## config.mk

```make
export PLATFORM = sky130hd
export DESIGN_NAME = motor_command_selector
export DESIGN_NICKNAME = d
export VERILOG_FILES = /design/src/sv/mcs_pkg.sv /design/src/sv/motor_command_selector.sv /design/src/sv/mcs_cfg.sv /design/src/sv/mcs_step.sv
export SDC_FILE = /design/constraint.sdc
export NUM_CORES = 1
export LEC_CHECK = 0
export ABC_AREA = 1
export ABC_CLOCK_PERIOD_IN_PS = 7000
export BUFFER_PORTS_ARGS = -buffer_cell sky130_fd_sc_hd__buf_2
export CAP_MARGIN = 30
export CORE_MARGIN = 2
export CORE_UTILIZATION = 45
export CTS_BUF_LIST = sky130_fd_sc_hd__clkbuf_8
export DETAILED_ROUTE_END_ITERATION = 10
export HOLD_SLACK_MARGIN = 0.15
export PLACE_DENSITY = 0.75
export SYNTH_ARGS = -nofsm -noshare
export SYNTH_HDL_FRONTEND = slang
export SYNTH_SLANG_ARGS = --single-unit
```

## constraint.sdc

```tcl
create_clock -name clk -period 7 [get_ports clk]
set_input_delay 0.35 -clock clk [delete_from_list [all_inputs] [get_ports clk]]
set_output_delay 0.35 -clock clk [all_outputs]
set_load 0.05 [all_outputs]
```

## src/sv/mcs_pkg.sv

```systemverilog
// Package for the motor command selector: payload words, codes and constants.
`timescale 1ns / 1ps

package mcs_pkg;

  localparam int CUR_LIMIT       = 400000;
  localparam int STANDSTILL_ERPM = 50;
  localparam int PARK_DUTY_ERPM  = 2000;
  localparam int BRAKE_HOLD_MS   = 1000;

  localparam int CFG_IDX_W  = 2;
  localparam int CFG_DATA_W = 19;

  typedef enum logic [1:0] {
    CMD_NONE        = 2'd0,
    CMD_SET_CURRENT = 2'd1,
    CMD_ZERO_DUTY   = 2'd2,
    CMD_BRAKE       = 2'd3
  } cmd_t;

  typedef enum logic [1:0] {
    RUN_DISABLED = 2'd0,
    RUN_RUNNING  = 2'd1,
    RUN_OTHER    = 2'd2,
    RUN_OTHER_HI = 2'd3
  } run_t;

  typedef enum logic [1:0] {
    PARK_NEVER  = 2'd0,
    PARK_IDLE   = 2'd1,
    PARK_ALWAYS = 2'd2,
    PARK_HOLD   = 2'd3
  } park_t;

  typedef enum logic [CFG_IDX_W-1:0] {
    REG_BRAKE_CURRENT = 2'd0,
    REG_CLICK_CURRENT = 2'd1,
    REG_PARKING_MODE  = 2'd2,
    REG_MOVING_THRESH = 2'd3
  } reg_idx_t;

  typedef struct packed {
    logic [1:0]         run_state;
    logic [17:0]        erpm_mag;
    logic [31:0]        time_ms;
    logic               request_valid;
    logic signed [19:0] request_ma;
    logic [7:0]         click_load;
  } in_word_t;

  typedef struct packed {
    cmd_t               command;
    logic signed [19:0] value_ma;
    logic               off_delay_50ms;
    logic               watchdog_kick;
  } out_word_t;

  typedef struct packed {
    logic [18:0] brake_current_ma;
    logic [16:0] click_current_ma;
    logic [1:0]  parking_mode;
    logic [17:0] moving_threshold_erpm;
  } cfg_t;

  typedef struct packed {
    logic               disabled_seen;
    logic               parking_active;
    logic [7:0]         click_remaining;
    logic               pending_request;
    logic signed [19:0] pending_current;
    logic [31:0]        brake_deadline_ms;
  } state_t;

endpackage

```

## src/sv/motor_command_selector.sv

```systemverilog
// Top level of the motor command selector: input register, state, result register.
//
//   channel  ports                          direction  word
//   input    in_valid/in_stall/in_data      in         mcs_pkg::in_word_t
//   result   out_valid/out_stall/out_data   out        mcs_pkg::out_word_t
//   config   cfg_we/cfg_index/cfg_data      in         19-bit register data
//
// One word per cycle while the result side does not stall; an accepted word is held
// in the input register, then its result in the result register until taken.
// The tick state is read and updated in the single logic pass between the input
// register and the result register, so consecutive words chain without bubbles.
// Synchronous active-low reset clears state and both valid flags and resets config.
// A stall on the result side holds the result register, then backs up into in_stall.
`timescale 1ns / 1ps

module motor_command_selector (
  input  logic                           clk,
  input  logic                           rst_n,
  input  logic                           in_valid,
  output logic                           in_stall,
  input  mcs_pkg::in_word_t              in_data,
  output logic                           out_valid,
  input  logic                           out_stall,
  output mcs_pkg::out_word_t             out_data,
  input  logic                           cfg_we,
  input  logic [mcs_pkg::CFG_IDX_W-1:0]  cfg_index,
  input  logic [mcs_pkg::CFG_DATA_W-1:0] cfg_data
);

  mcs_pkg::cfg_t      cfg;
  mcs_pkg::in_word_t  s1_data_r;
  logic               s1_valid_r, s1_valid_nxt;
  mcs_pkg::out_word_t out_data_r;
  logic               out_valid_r, out_valid_nxt;
  mcs_pkg::state_t    state_r, state_nxt;
  mcs_pkg::out_word_t step_result;
  logic               out_free;
  logic               s1_adv;
  logic               in_acc;

  mcs_cfg u_cfg (
    .clk       (clk),
    .rst_n     (rst_n),
    .cfg_we    (cfg_we),
    .cfg_index (cfg_index),
    .cfg_data  (cfg_data),
    .cfg       (cfg)
  );

  mcs_step u_step (
    .item      (s1_data_r),
    .cfg       (cfg),
    .state     (state_r),
    .result    (step_result),
    .state_nxt (state_nxt)
  );

  assign out_free = !out_valid_r || !out_stall;
  assign s1_adv   = s1_valid_r && out_free;
  assign in_stall = s1_valid_r && !out_free;
  assign in_acc   = in_valid && !in_stall;

  always_comb begin
    s1_valid_nxt = s1_valid_r;
    if (in_acc) s1_valid_nxt = 1'b1;
    else if (s1_adv) s1_valid_nxt = 1'b0;
    out_valid_nxt = s1_adv || (out_valid_r && out_stall);
  end

  always_ff @(posedge clk) begin
    if (!rst_n) begin
      s1_valid_r  <= 1'b0;
      out_valid_r <= 1'b0;
      state_r     <= '0;
    end else begin
      s1_valid_r  <= s1_valid_nxt;
      out_valid_r <= out_valid_nxt;
      // advance tick state only when the word moves to the result register
      if (s1_adv) state_r <= state_nxt;
    end
  end

  always_ff @(posedge clk) begin
    if (in_acc) s1_data_r <= in_data;
    if (s1_adv) out_data_r <= step_result;
  end

  assign out_valid = out_valid_r;
  assign out_data  = out_data_r;

  a_delay_only_set: assert property (@(posedge clk) disable iff (!rst_n)
    out_valid && out_data.off_delay_50ms |-> out_data.command == mcs_pkg::CMD_SET_CURRENT)
    else $error("off delay on a command other than set current");

  a_no_kick_zero: assert property (@(posedge clk) disable iff (!rst_n)
    out_valid && !out_data.watchdog_kick |-> out_data.value_ma == 20'sd0)
    else $error("nonzero current on a disabled tick");

  a_value_range: assert property (@(posedge clk) disable iff (!rst_n)
    out_valid |-> (out_data.value_ma <= 20'(mcs_pkg::CUR_LIMIT)) &&
                  (out_data.value_ma >= -20'(mcs_pkg::CUR_LIMIT)))
    else $error("result current outside saturation limits");

  a_zero_cmds: assert property (@(posedge clk) disable iff (!rst_n)
    out_valid && (out_data.command == mcs_pkg::CMD_NONE ||
                  out_data.command == mcs_pkg::CMD_ZERO_DUTY)
    |-> out_data.value_ma == 20'sd0)
    else $error("current carried on a no-action or zero-duty command");

  a_accept_loads: assert property (@(posedge clk) disable iff (!rst_n)
    in_valid && !in_stall |=> s1_valid_r)
    else $error("accepted word lost from input register");

endmodule

```

## src/sv/mcs_cfg.sv

```systemverilog
// Configuration register bank of the motor command selector.
`timescale 1ns / 1ps

module mcs_cfg (
  input  logic                              clk,
  input  logic                              rst_n,
  input  logic                              cfg_we,
  input  logic [mcs_pkg::CFG_IDX_W-1:0]     cfg_index,
  input  logic [mcs_pkg::CFG_DATA_W-1:0]    cfg_data,
  output mcs_pkg::cfg_t                     cfg
);

  mcs_pkg::cfg_t cfg_r, cfg_nxt;

  always_comb begin
    cfg_nxt = cfg_r;
    if (cfg_we) begin
      case (mcs_pkg::reg_idx_t'(cfg_index))
        mcs_pkg::REG_BRAKE_CURRENT: cfg_nxt.brake_current_ma = cfg_data[18:0];
        mcs_pkg::REG_CLICK_CURRENT: cfg_nxt.click_current_ma = cfg_data[16:0];
        mcs_pkg::REG_PARKING_MODE:  cfg_nxt.parking_mode = cfg_data[1:0];
        mcs_pkg::REG_MOVING_THRESH: cfg_nxt.moving_threshold_erpm = cfg_data[17:0];
        default: cfg_nxt = cfg_r;
      endcase
    end
  end

  always_ff @(posedge clk) begin
    if (!rst_n) begin
      cfg_r.brake_current_ma      <= '0;
      cfg_r.click_current_ma      <= '0;
      cfg_r.parking_mode          <= '0;
      cfg_r.moving_threshold_erpm <= 18'd1000;
    end else begin
      cfg_r <= cfg_nxt;
    end
  end

  assign cfg = cfg_r;

endmodule

```

## src/sv/mcs_step.sv

```systemverilog
// Per-tick decision logic: result word and next state from one input word.
`timescale 1ns / 1ps

module mcs_step (
  input  mcs_pkg::in_word_t  item,
  input  mcs_pkg::cfg_t      cfg,
  input  mcs_pkg::state_t    state,
  output mcs_pkg::out_word_t result,
  output mcs_pkg::state_t    state_nxt
);

  localparam logic signed [20:0] LIM  = 21'(mcs_pkg::CUR_LIMIT);
  localparam logic signed [20:0] NLIM = -21'(mcs_pkg::CUR_LIMIT);

  function automatic logic signed [19:0] clamp21(input logic signed [20:0] v);
    logic signed [19:0] r;
    if (v > LIM) r = LIM[19:0];
    else if (v < NLIM) r = NLIM[19:0];
    else r = v[19:0];
    return r;
  endfunction

  logic               pr1;
  logic signed [19:0] pc1;
  logic [7:0]         click1;
  logic [7:0]         click2;
  logic signed [20:0] click_sum;
  logic signed [20:0] click_amp;
  logic signed [19:0] pc2;
  logic               pr2;
  logic [32:0]        dl_sum;
  logic [31:0]        dl_new;
  logic [31:0]        dl2;
  logic signed [19:0] brake_val;
  logic               park_set;
  logic               park_clr;

  always_comb begin
    // latch request and click load before anything else
    pr1    = state.pending_request | item.request_valid;
    pc1    = item.request_valid ? clamp21({item.request_ma[19], item.request_ma})
                                : state.pending_current;
    click1 = (item.click_load != 8'd0) ? item.click_load : state.click_remaining;

    click2    = click1 - 8'd1;
    click_amp = $signed({4'b0000, cfg.click_current_ma});
    click_sum = click2[0] ? ({pc1[19], pc1} + click_amp) : ({pc1[19], pc1} - click_amp);
    pc2       = (click1 != 8'd0) ? clamp21(click_sum) : pc1;
    pr2       = pr1 | (click1 != 8'd0);

    dl_sum = {1'b0, item.time_ms} + 33'(mcs_pkg::BRAKE_HOLD_MS);
    dl_new = dl_sum[32] ? 32'hFFFF_FFFF : dl_sum[31:0];
    dl2    = (item.erpm_mag > cfg.moving_threshold_erpm) ? dl_new : state.brake_deadline_ms;

    brake_val = (cfg.brake_current_ma > 19'(mcs_pkg::CUR_LIMIT))
                  ? LIM[19:0] : {1'b0, cfg.brake_current_ma};

    park_set = (cfg.parking_mode == mcs_pkg::PARK_ALWAYS) ||
               ((cfg.parking_mode == mcs_pkg::PARK_IDLE) &&
                (item.run_state != mcs_pkg::RUN_RUNNING) &&
                (item.erpm_mag < 18'(mcs_pkg::STANDSTILL_ERPM)));
    park_clr = (cfg.parking_mode == mcs_pkg::PARK_NEVER) ||
               (item.run_state == mcs_pkg::RUN_RUNNING);

    state_nxt = state;
    result.command        = mcs_pkg::CMD_NONE;
    result.value_ma       = '0;
    result.off_delay_50ms = 1'b0;
    result.watchdog_kick  = 1'b0;

    if (item.run_state == mcs_pkg::RUN_DISABLED) begin
      // keep latched request and clicks for later
      state_nxt.pending_request = pr1;
      state_nxt.pending_current = pc1;
      state_nxt.click_remaining = click1;
      state_nxt.disabled_seen   = 1'b1;
      if (!state.disabled_seen) result.command = mcs_pkg::CMD_SET_CURRENT;
    end else begin
      state_nxt.disabled_seen = 1'b0;
      if (park_set) state_nxt.parking_active = 1'b1;
      else if (park_clr) state_nxt.parking_active = 1'b0;
      state_nxt.click_remaining = (click1 != 8'd0) ? click2 : click1;
      result.watchdog_kick = 1'b1;
      state_nxt.pending_request = 1'b0;
      state_nxt.pending_current = '0;
      if (pr2) begin
        result.command        = mcs_pkg::CMD_SET_CURRENT;
        result.value_ma       = pc2;
        result.off_delay_50ms = 1'b1;
      end else begin
        state_nxt.brake_deadline_ms = dl2;
        if (item.time_ms > dl2) begin
          // release: pending state stays as it was
          result.command = mcs_pkg::CMD_SET_CURRENT;
          state_nxt.pending_request = pr2;
          state_nxt.pending_current = pc2;
        end else if (state_nxt.parking_active &&
                     (item.erpm_mag < 18'(mcs_pkg::PARK_DUTY_ERPM))) begin
          result.command = mcs_pkg::CMD_ZERO_DUTY;
        end else begin
          result.command  = mcs_pkg::CMD_BRAKE;
          result.value_ma = brake_val;
        end
      end
    end
  end

endmodule

```

==> results of run 1 <==
[final cells by class]
class / count / area share (%)
multi-input cells: 1286 / 41.7
flip-flops and latches: 226 / 34.7
clock buffers: 41 / 3.52
clock inverters: 29 / 1.13
well taps: 384 / 2.99
repair buffers: 241 / 11.0
inverters: 210 / 4.92
[routing by layer]
metal,up-vias,share of wire [%]
li1,6389,-
met1,5829,43
met2,492,47
met3,81,7.0
met4,0,3.0
met5,-,0
[synth_stat cells (5+ instances only)]
cell | number | area share (%)
a21oi_1 | 165 | 6.2
buf_2 | 12 | 0.45
clkbuf_1 | 39 | 1.1
dfxtp_1 | 121 | 18
edfxtp_1 | 105 | 24
ha_1 | 75 | 7.0
inv_1 | 204 | 5.7
nand2_1 | 405 | 11
nand2_2 | 7 | 0.33
nand3_1 | 79 | 3.0
nand3b_1 | 7 | 0.39
nand4_1 | 40 | 1.9
nor2_1 | 193 | 5.4
nor2_4 | 5 | 0.42
nor3_1 | 26 | 0.98
nor4_1 | 5 | 0.23
o211ai_1 | 7 | 0.39
o21a_1 | 12 | 0.68
o21ai_0 | 165 | 6.2
o21ai_1 | 14 | 0.53
o22ai_1 | 6 | 0.28
xnor2_1 | 13 | 0.85
xor2_1 | 25 | 1.6
[sequential cells by signal (all words and copies together) (netlist names)]
name and cells:
s1_valid_r 1, out_valid 1, state_r 63, s1_data_r 81
out_data 24, u_cfg.cfg 56
[logic make-up (layout without fill, tap and decap cells)]
family	count (synthesis)	count (layout)
simple gates	786	786
buf+inv	271	521
compound gates	386	386
xor+xnor	38	38
fa+ha+maj	76	76
flops	226	226
[path summary, 6_finish.rpt]
check / end / slack (ns) / cells after the start
worst max register to register: out_data[4]$_SDFFCE_PP0P_ / 1.78 / 28
worst max-delay path: out_data[4]$_SDFFCE_PP0P_ / 1.78 / 28
worst min register to register: state_r[52]$_SDFFE_PN0P_ / 0.45 / 2
worst min-delay path: u_cfg.cfg[18]$_SDFFE_PN0P_ / 0.16 / 3
[what timing repair did]
item	4_1_cts	5_1_grt
hold endpoints to repair	110	0
hold buffers	97	0
endpoints found under the setup margin	0	0
[power by group through the flow]
stage	registers, mW	logic (mW)	clock network, mW
6_report	1.53	1.01	1.18
5_1_grt	1.53	1.12	1.26
4_1_cts	1.53	0.986	1.19
3_5_place_dp	1.55	0.941	0
3_3_place_gp	1.55	0.923	0
2_1_floorplan	1.60	0.648	0
[worst max-delay path: cells and delay by family, from the launching register on]
family,cells,cell delay (ns)
and+or+nand+nor,17,2.32
AOI/OAI and AO/OA,4,0.63
buffers and inverters,5,1.10
DFF,1,0.42
adders and majority gates,2,0.59
[metrics by stage]
stage | utilization, % | instance area [um2] | instances | setup WS (ns)
floorplan | - | 13300 | 1783 | 2.84
global placement | 49.3 | 14300 | 2248 | 1.76
detailed placement | 49.5 | 14300 | 2250 | 1.78
CTS | 55.5 | 16000 | 2417 | 1.75
global route | 55.5 | 16000 | 2417 | 1.25
finish | 55.5 | 16000 | 2417 | 1.78
==> results.md, run 1 <==
- Max stage delay cell, worst path: inv_1
- Antenna Nets Post-Route: 0
- CP dominant cell by count: nand2_1
- Number of port buffers: 132
- Layout Nets: 2,186
- Clock power share: 31.8%
- Worst Hold Margin: ~0.16 ns
- Met1 Use GR: around a third
- Register area: 5580 um2
- Least-Margin Pin Slew: 1.10 ns
- Critical Path End Type: flip-flop
- WP data arrival: ~5.6 ns
- Commonest non-fill, non-tap cells in the layout: nand2_1 (405), inv_1 (219), nor2_1 (191), a21oi_1 (165), o21ai_0 (165)
- Net load switching power: about 1.3 mW
- GRT Max-Usage Layer: met2
- Die Span Y: 176 um
- Vias in the first global route: 12,100
- Critical Path Source Type: flip-flop
- Grt total ovfl: 0
- Routability Congestion: between 1 and 1.5
- Diode count: 0
- DIE WIDTH: 176 um
- Sequential share of power: 41.1%
- Area Growth Syn to Fin: 20.5%
- Yosys reg bits: 226
- FFs w/ async S/R, synth: 0%
- Slew Limit Fails: 0
- CP max stage delay: approximately 0.46 ns
- Max-slew headroom: roughly a quarter
- Initial DRT Pass Iterations: 7
- Post-Synthesis Net Count: ~2,000
- Cell Pwr Density: 231 nW/um2
- Mapped Area: 13,300 um2
- Post_cts resized: 0
- Synth Area in Simple Gates: 25.2%
- Total core area: 28,900 um2
- Mapped Cells: 1,783
- RR Startpoint: s1_data_r[72]$_DFFE_PP_
- Largest net degree at the start of global routing: 98
- Synth Warn #: 0
- Worst Hold Class: input port to flip-flop
- Mux contribution to synthesized area: 0%
- Crit path max fanout: 21
- Post-Synth Adder-Cell Area: 7.20%
- CTS Buf Count: 38
- WP data required: 7.42 ns
- Sink Count: about 230
- Final cycle utilization of the critical path: about three quarters
- First-pass GRT wire length: 60,500 um
- Switching Share: 34.4%
- Dominant synthesized flop cell: dfxtp_1
- Commonest non-fill, non-tap cell in the layout: nand2_1
- Global Route met3 Usage: roughly 3.5%
- Io pins: 133
- CTS tree: yes
- Static leakage: 7.29 nW
- Final Setup Violations: 0
- Peak supply drop: 0.000202 V
- Fmax: 192 MHz
- Global Route Usage Sum: 24.3%
- Clk Latency, worst-skew pair: 0.56 ns
- RSZ-0062 raised after global routing: false
- Logic gate share of total power: between 20% and 30%
- Number of synthesized flops with an enable pin: 105
- Routed vias: 12,800
- Starting Density: a little under half
- Routed WL per cell: 15.7 um
- Row cnt: between 60 and 70
- Avg Cell Area, Syn: roughly 7.5 um2
- Bufs on Longest Clock Path: 3
- Multi-input logic area: between 6000 and 7000 um2
- Fin Setup TNS: 0 ns
- Initial antenna violation count: 0
- Power Internal: 2.44 mW
- Status: completed
- Die area: 31,000 um2
- Final Skew: 0.0281 ns
- Synth cell types: 50
- Final Hold Fails: 0
- Critical path type: flip-flop to flip-flop
- CTS HTree Levels: 2
- Power Total: 3.71 mW
- HPWL after DPL: 27,000 um
- Sequential fraction of the synthesis area: 41.9%
- CTS Root Cell: clkbuf_8
- CP startpoint: s1_data_r[72]$_DFFE_PP_
- Clock slew at reported path FFs: 0.06 ns
- Hold Crit Start: cfg_data[0]
- Tmin final: ~5.2 ns
- DR vias/cell: 5.29
- Met2 usage: 41.2%
- Share of cells above drive strength 1: 11.2%
- WL final: 37,900 um
- Number of DRC markers in iteration 0: 1,189
- Synth Area in XOR/XNOR: under 10%
- Fill count: 2,609
- Max Cap Viol: 0
- Largest family of logic cells by synthesized area: simple AND/OR/NAND/NOR gates
- Setup bufs post-CTS: 0
- Compound-Gate Fraction of Synth Area: approximately 15%
- # DRC: 0
Note: power is estimated with default switching activity, not from simulation.
==> run 2, diff against run 1 <==
ABC_AREA = 0   (was 1)
ABC_CLOCK_PERIOD_IN_PS = 4870   (was 7000)
clock period = 4.87 ns   (was 7 ns; I/O delays follow)
==> run 2 against run 1 <==
Net effect: worst setup slack got worse by 1.9 ns; sequential power grew 42%; power is 58% higher; largest cell class unchanged; the flow now finishes with violations (setup timing).
==> results.md, run 2 <==
- Area Growth Syn to Fin: 37.0%
- Compound-Gate Fraction of Synth Area: 19.7%
- Fmax: between 200 and 250 MHz
- Failing checks: setup timing
- Power Internal: about 4 mW
- Static leakage: 7.43 nW
- Routability Congestion: between 0.9 and 1
- RR Startpoint: u_cfg.cfg[26]$_SDFFE_PN0P_
- Yosys top cell area share: a little under a quarter
- Max reg flops: 81
- Post-Synth Adder-Cell Area: 7.32%
- Avg Cell Area, Syn: 9.10 um2
- Commonest non-fill, non-tap cell in the layout: nand2_1
- Bufs on Longest Clock Path: 3
- CTS Buf Count: 38
- Uppermost layer routed: met5
- Synth cell types: 81
- Switching Share: about a third
- Tmin final: a little under 5 ns
- Number of port buffers: 132
- Net load switching power: 1.91 mW
- Diode count: 0
- Row cnt: 63
- CP startpoint: u_cfg.cfg[26]$_SDFFE_PN0P_
- Critical Path, Cell by Cell: or4_1, or2_1, or4_1, o31ai_1, xnor2_1, ha_1, nand2_1, a2111o_1, a31o_4, a221o_1, a2111oi_4, o311ai_2, a2111oi_4, a41oi_4, o31ai_4
- Count leader, synth: nand2_1
- Synth area leaders: edfxtp_1 (24%), dfxtp_1 (18%), nand2_1 (7.5%)
- Antenna Nets Post-Route: 0
- WP data required: 5.22 ns
- Synth Area in Simple Gates: 18.3%
- Io pins: 133
- Post-route cell area: 18,300 um2
- Max-slew headroom: a little over two fifths
- Post-Synthesis Net Count: ~1,700
- Final Hold Fails: 0
- WP data arrival: approximately 5.3 ns
- Largest net degree at the start of global routing: 115
- DR vias/cell: 5.57
- Number of synthesized flops with an enable pin: 105
- Power Total: 5.86 mW
- CTS tree: yes
- Slew Limit Fails: 0
- Share of cells above drive strength 1: 26.7%
- Clock slew at reported path FFs: 0.06 ns
- Final Setup Violations: 9
- Metal2 WL: 19,100 um
- Synth area leader: edfxtp_1
- RSZ-0062 raised after global routing: true
- WL met3: 2570 um
- FFs w/ async S/R, synth: 0%
- Routed vias: 12,700
- Logic gate share of total power: 32.8%
- Crit path max fanout: 8
- Starting Density: a little under half
- Worst Hold Class: input port to flip-flop
- Hold Crit Start: rst_n
- CTS Root Cell: clkbuf_8
- CP max stage delay: roughly 0.52 ns
- Least-Margin Pin Slew: 0.851 ns
- Clk Latency, worst-skew pair: 0.56 ns
- First-pass GRT wire length: around 60,000 um
- # DRC: 0
- Dominant synthesized flop cell: dfxtp_1
- Max stage delay cell, worst path: or4_1
- Multi-input logic area: 7860 um2
- Final Skew: about 0.032 ns
- Fill count: 2,354
- Mapped Cells: between 1,000 and 1,500
- Vias in the first global route: 12,100
- Largest family of logic cells by synthesized area: compound AO/OA/AOI/OAI gates
- Critical Path End Type: flip-flop
- Sequential share of power: 37.2%
- Initial antenna violation count: 0
- Cell Pwr Density: 320 nW/um2
- Critical path type: flip-flop to flip-flop
- Peak supply drop: around 0.00024 V
- Clock power share: between 30% and 40%
- HPWL after DPL: 28,100 um
- Sequential fraction of the synthesis area: 41.7%
- Max Cap Viol: 0
- CTS HTree Levels: 2
- DIE WIDTH: around 180 um
- Layout Nets: slightly above 2,000
- Number of DRC markers in iteration 0: between 900 and 1,000
- Worst Hold Margin: ~0.20 ns
- Total core area: 29,400 um2
- Finished Layout Cells: 2,289
- Wl on met1: 16,800 um
- Synth Warn #: 0
- Global Route Usage Sum: between 20% and 30%
- Register area: around 5600 um2
- Cells after DPL: 2,095
- Grt total ovfl: 0
- Sink Count: 226
- Initial DRT Pass Iterations: 6
- Post-route setup slack: -0.0965 ns
- Biggest register: s1_data_r
- Yosys reg bits: ~230
- Final cycle utilization of the critical path: 102%
- Die Span Y: 176 um
- DP Area: 15,700 um2
- Mux contribution to synthesized area: roughly 5.5%
- Most frequent cells after synthesis: nand2_1 (267), dfxtp_1 (121), edfxtp_1 (105), o21ai_0 (76), ha_1 (75)
- Die area: 31,100 um2
- Synth Area in XOR/XNOR: 3.56%
- Critical Path Source Type: flip-flop
- Commonest non-fill, non-tap cells in the layout: nand2_1 (266), buf_4 (187), buf_2 (131), dfxtp_1 (121), dlygate4sd3_1 (106)
- WL final: ~40,000 um
- Routed WL per cell: 17.5 um
- Status: finished with violations
- Mapped Area: 13,400 um2
[run 2: cell types whose count changed after synthesis, sizes merged, moves of 15 or more]
cell / delta
inv: -149
nand4: -15
nand3: -56
clkbuf: +24
a21oi: -93
o31ai: +17
mux2i: +72
nand2: -146
a21o: +15
a211oi: +25
o21ai: -98
nor2: -133
a21boi: +52
[run 2: path summary, 6_finish.rpt]
| check | cells after the start | endpoint | slack, ns |
|---|---|---|---|
| setup / recovery | 15 | out_data[3]$_SDFFCE_PP0P_ | -0.1 |
| hold reg to reg | 2 | state_r[10]$_SDFFE_PN0P_ | 0.46 |
| setup reg to reg | 15 | out_data[3]$_SDFFCE_PP0P_ | -0.1 |
| hold / removal | 3 | state_r[0]$_SDFFE_PN0P_ | 0.20 |
[run 2: worst max-delay path, delay by kind of cell (launching register included)]
family / cells / cell delay (ns)
XOR/XNOR: 1 / 0.15
flip-flops: 1 / 0.31
adder cells (fa/ha/maj): 1 / 0.31
AO/OA/AOI/OAI: 9 / 2.65
AND/OR/NAND/NOR: 4 / 1.32
[run 2: area by class of cell]
cell class | count | share of cell area [%]
Clock inverter | 27 | 1.11
Tap cell | 390 | 2.67
Timing Repair Buffer | 440 | 18.5
Clock buffer | 42 | 3.16
Sequential cell | 226 | 30.4
Inverter | 59 | 1.21
Multi-Input combinational cell | 1105 | 42.9
[run 2: repair_timing]
| item | in CTS | in global routing |
|---|---|---|
| hold endpoints to repair | 139 | 0 |
| resized for setup | 38 | 93 |
| hold buffers | 106 | 0 |
| cloned | 0 | 1 |
| setup endpoints to repair | 22 | 37 |
| pin swaps | 17 | 34 |
| buffers inserted | 6 | 11 |
[run 2: power by group through the flow]
stage / Combinational [mW] / Sequential, mW / Clock [mW]
6_report: 1.92 / 2.18 / 1.76
5_1_grt: 2.05 / 2.19 / 1.88
4_1_cts: 1.68 / 2.17 / 1.79
3_5_place_dp: 1.52 / 2.21 / 0
3_3_place_gp: 1.49 / 2.21 / 0
2_1_floorplan: 0.870 / 2.28 / 0
[run 2: cells by family (layout without fill, tap and decap cells)]
family | after synthesis | after routing
compound gates | 380 | 380
xor+xnor | 50 | 50
fa+ha+maj | 78 | 78
buf+inv | 137 | 568
flops | 226 | 226
mux | 73 | 73
simple gates | 524 | 524
[run 2: through the flow]
stage / utilization (%) / setup TNS (ns) / setup WS, ns
2_1_floorplan: - / -0.698 / -0.151
3_3_place_gp: 53.5 / -2.57 / -0.297
3_5_place_dp: 53.5 / -3.71 / -0.346
4_1_cts: 60.5 / -0.240 / -0.0824
5_1_grt: 62.3 / -3.96 / -0.244
6_report: 62.3 / -0.377 / -0.0965
[run 2: metal layers]
layer | track usage [%] | up-vias
met4 | 8.88 | 2
li1 | - | 6168
met5 | 1.28 | -
met3 | 4.09 | 103
met1 | 31.6 | 5998
met2 | 42.5 | 474
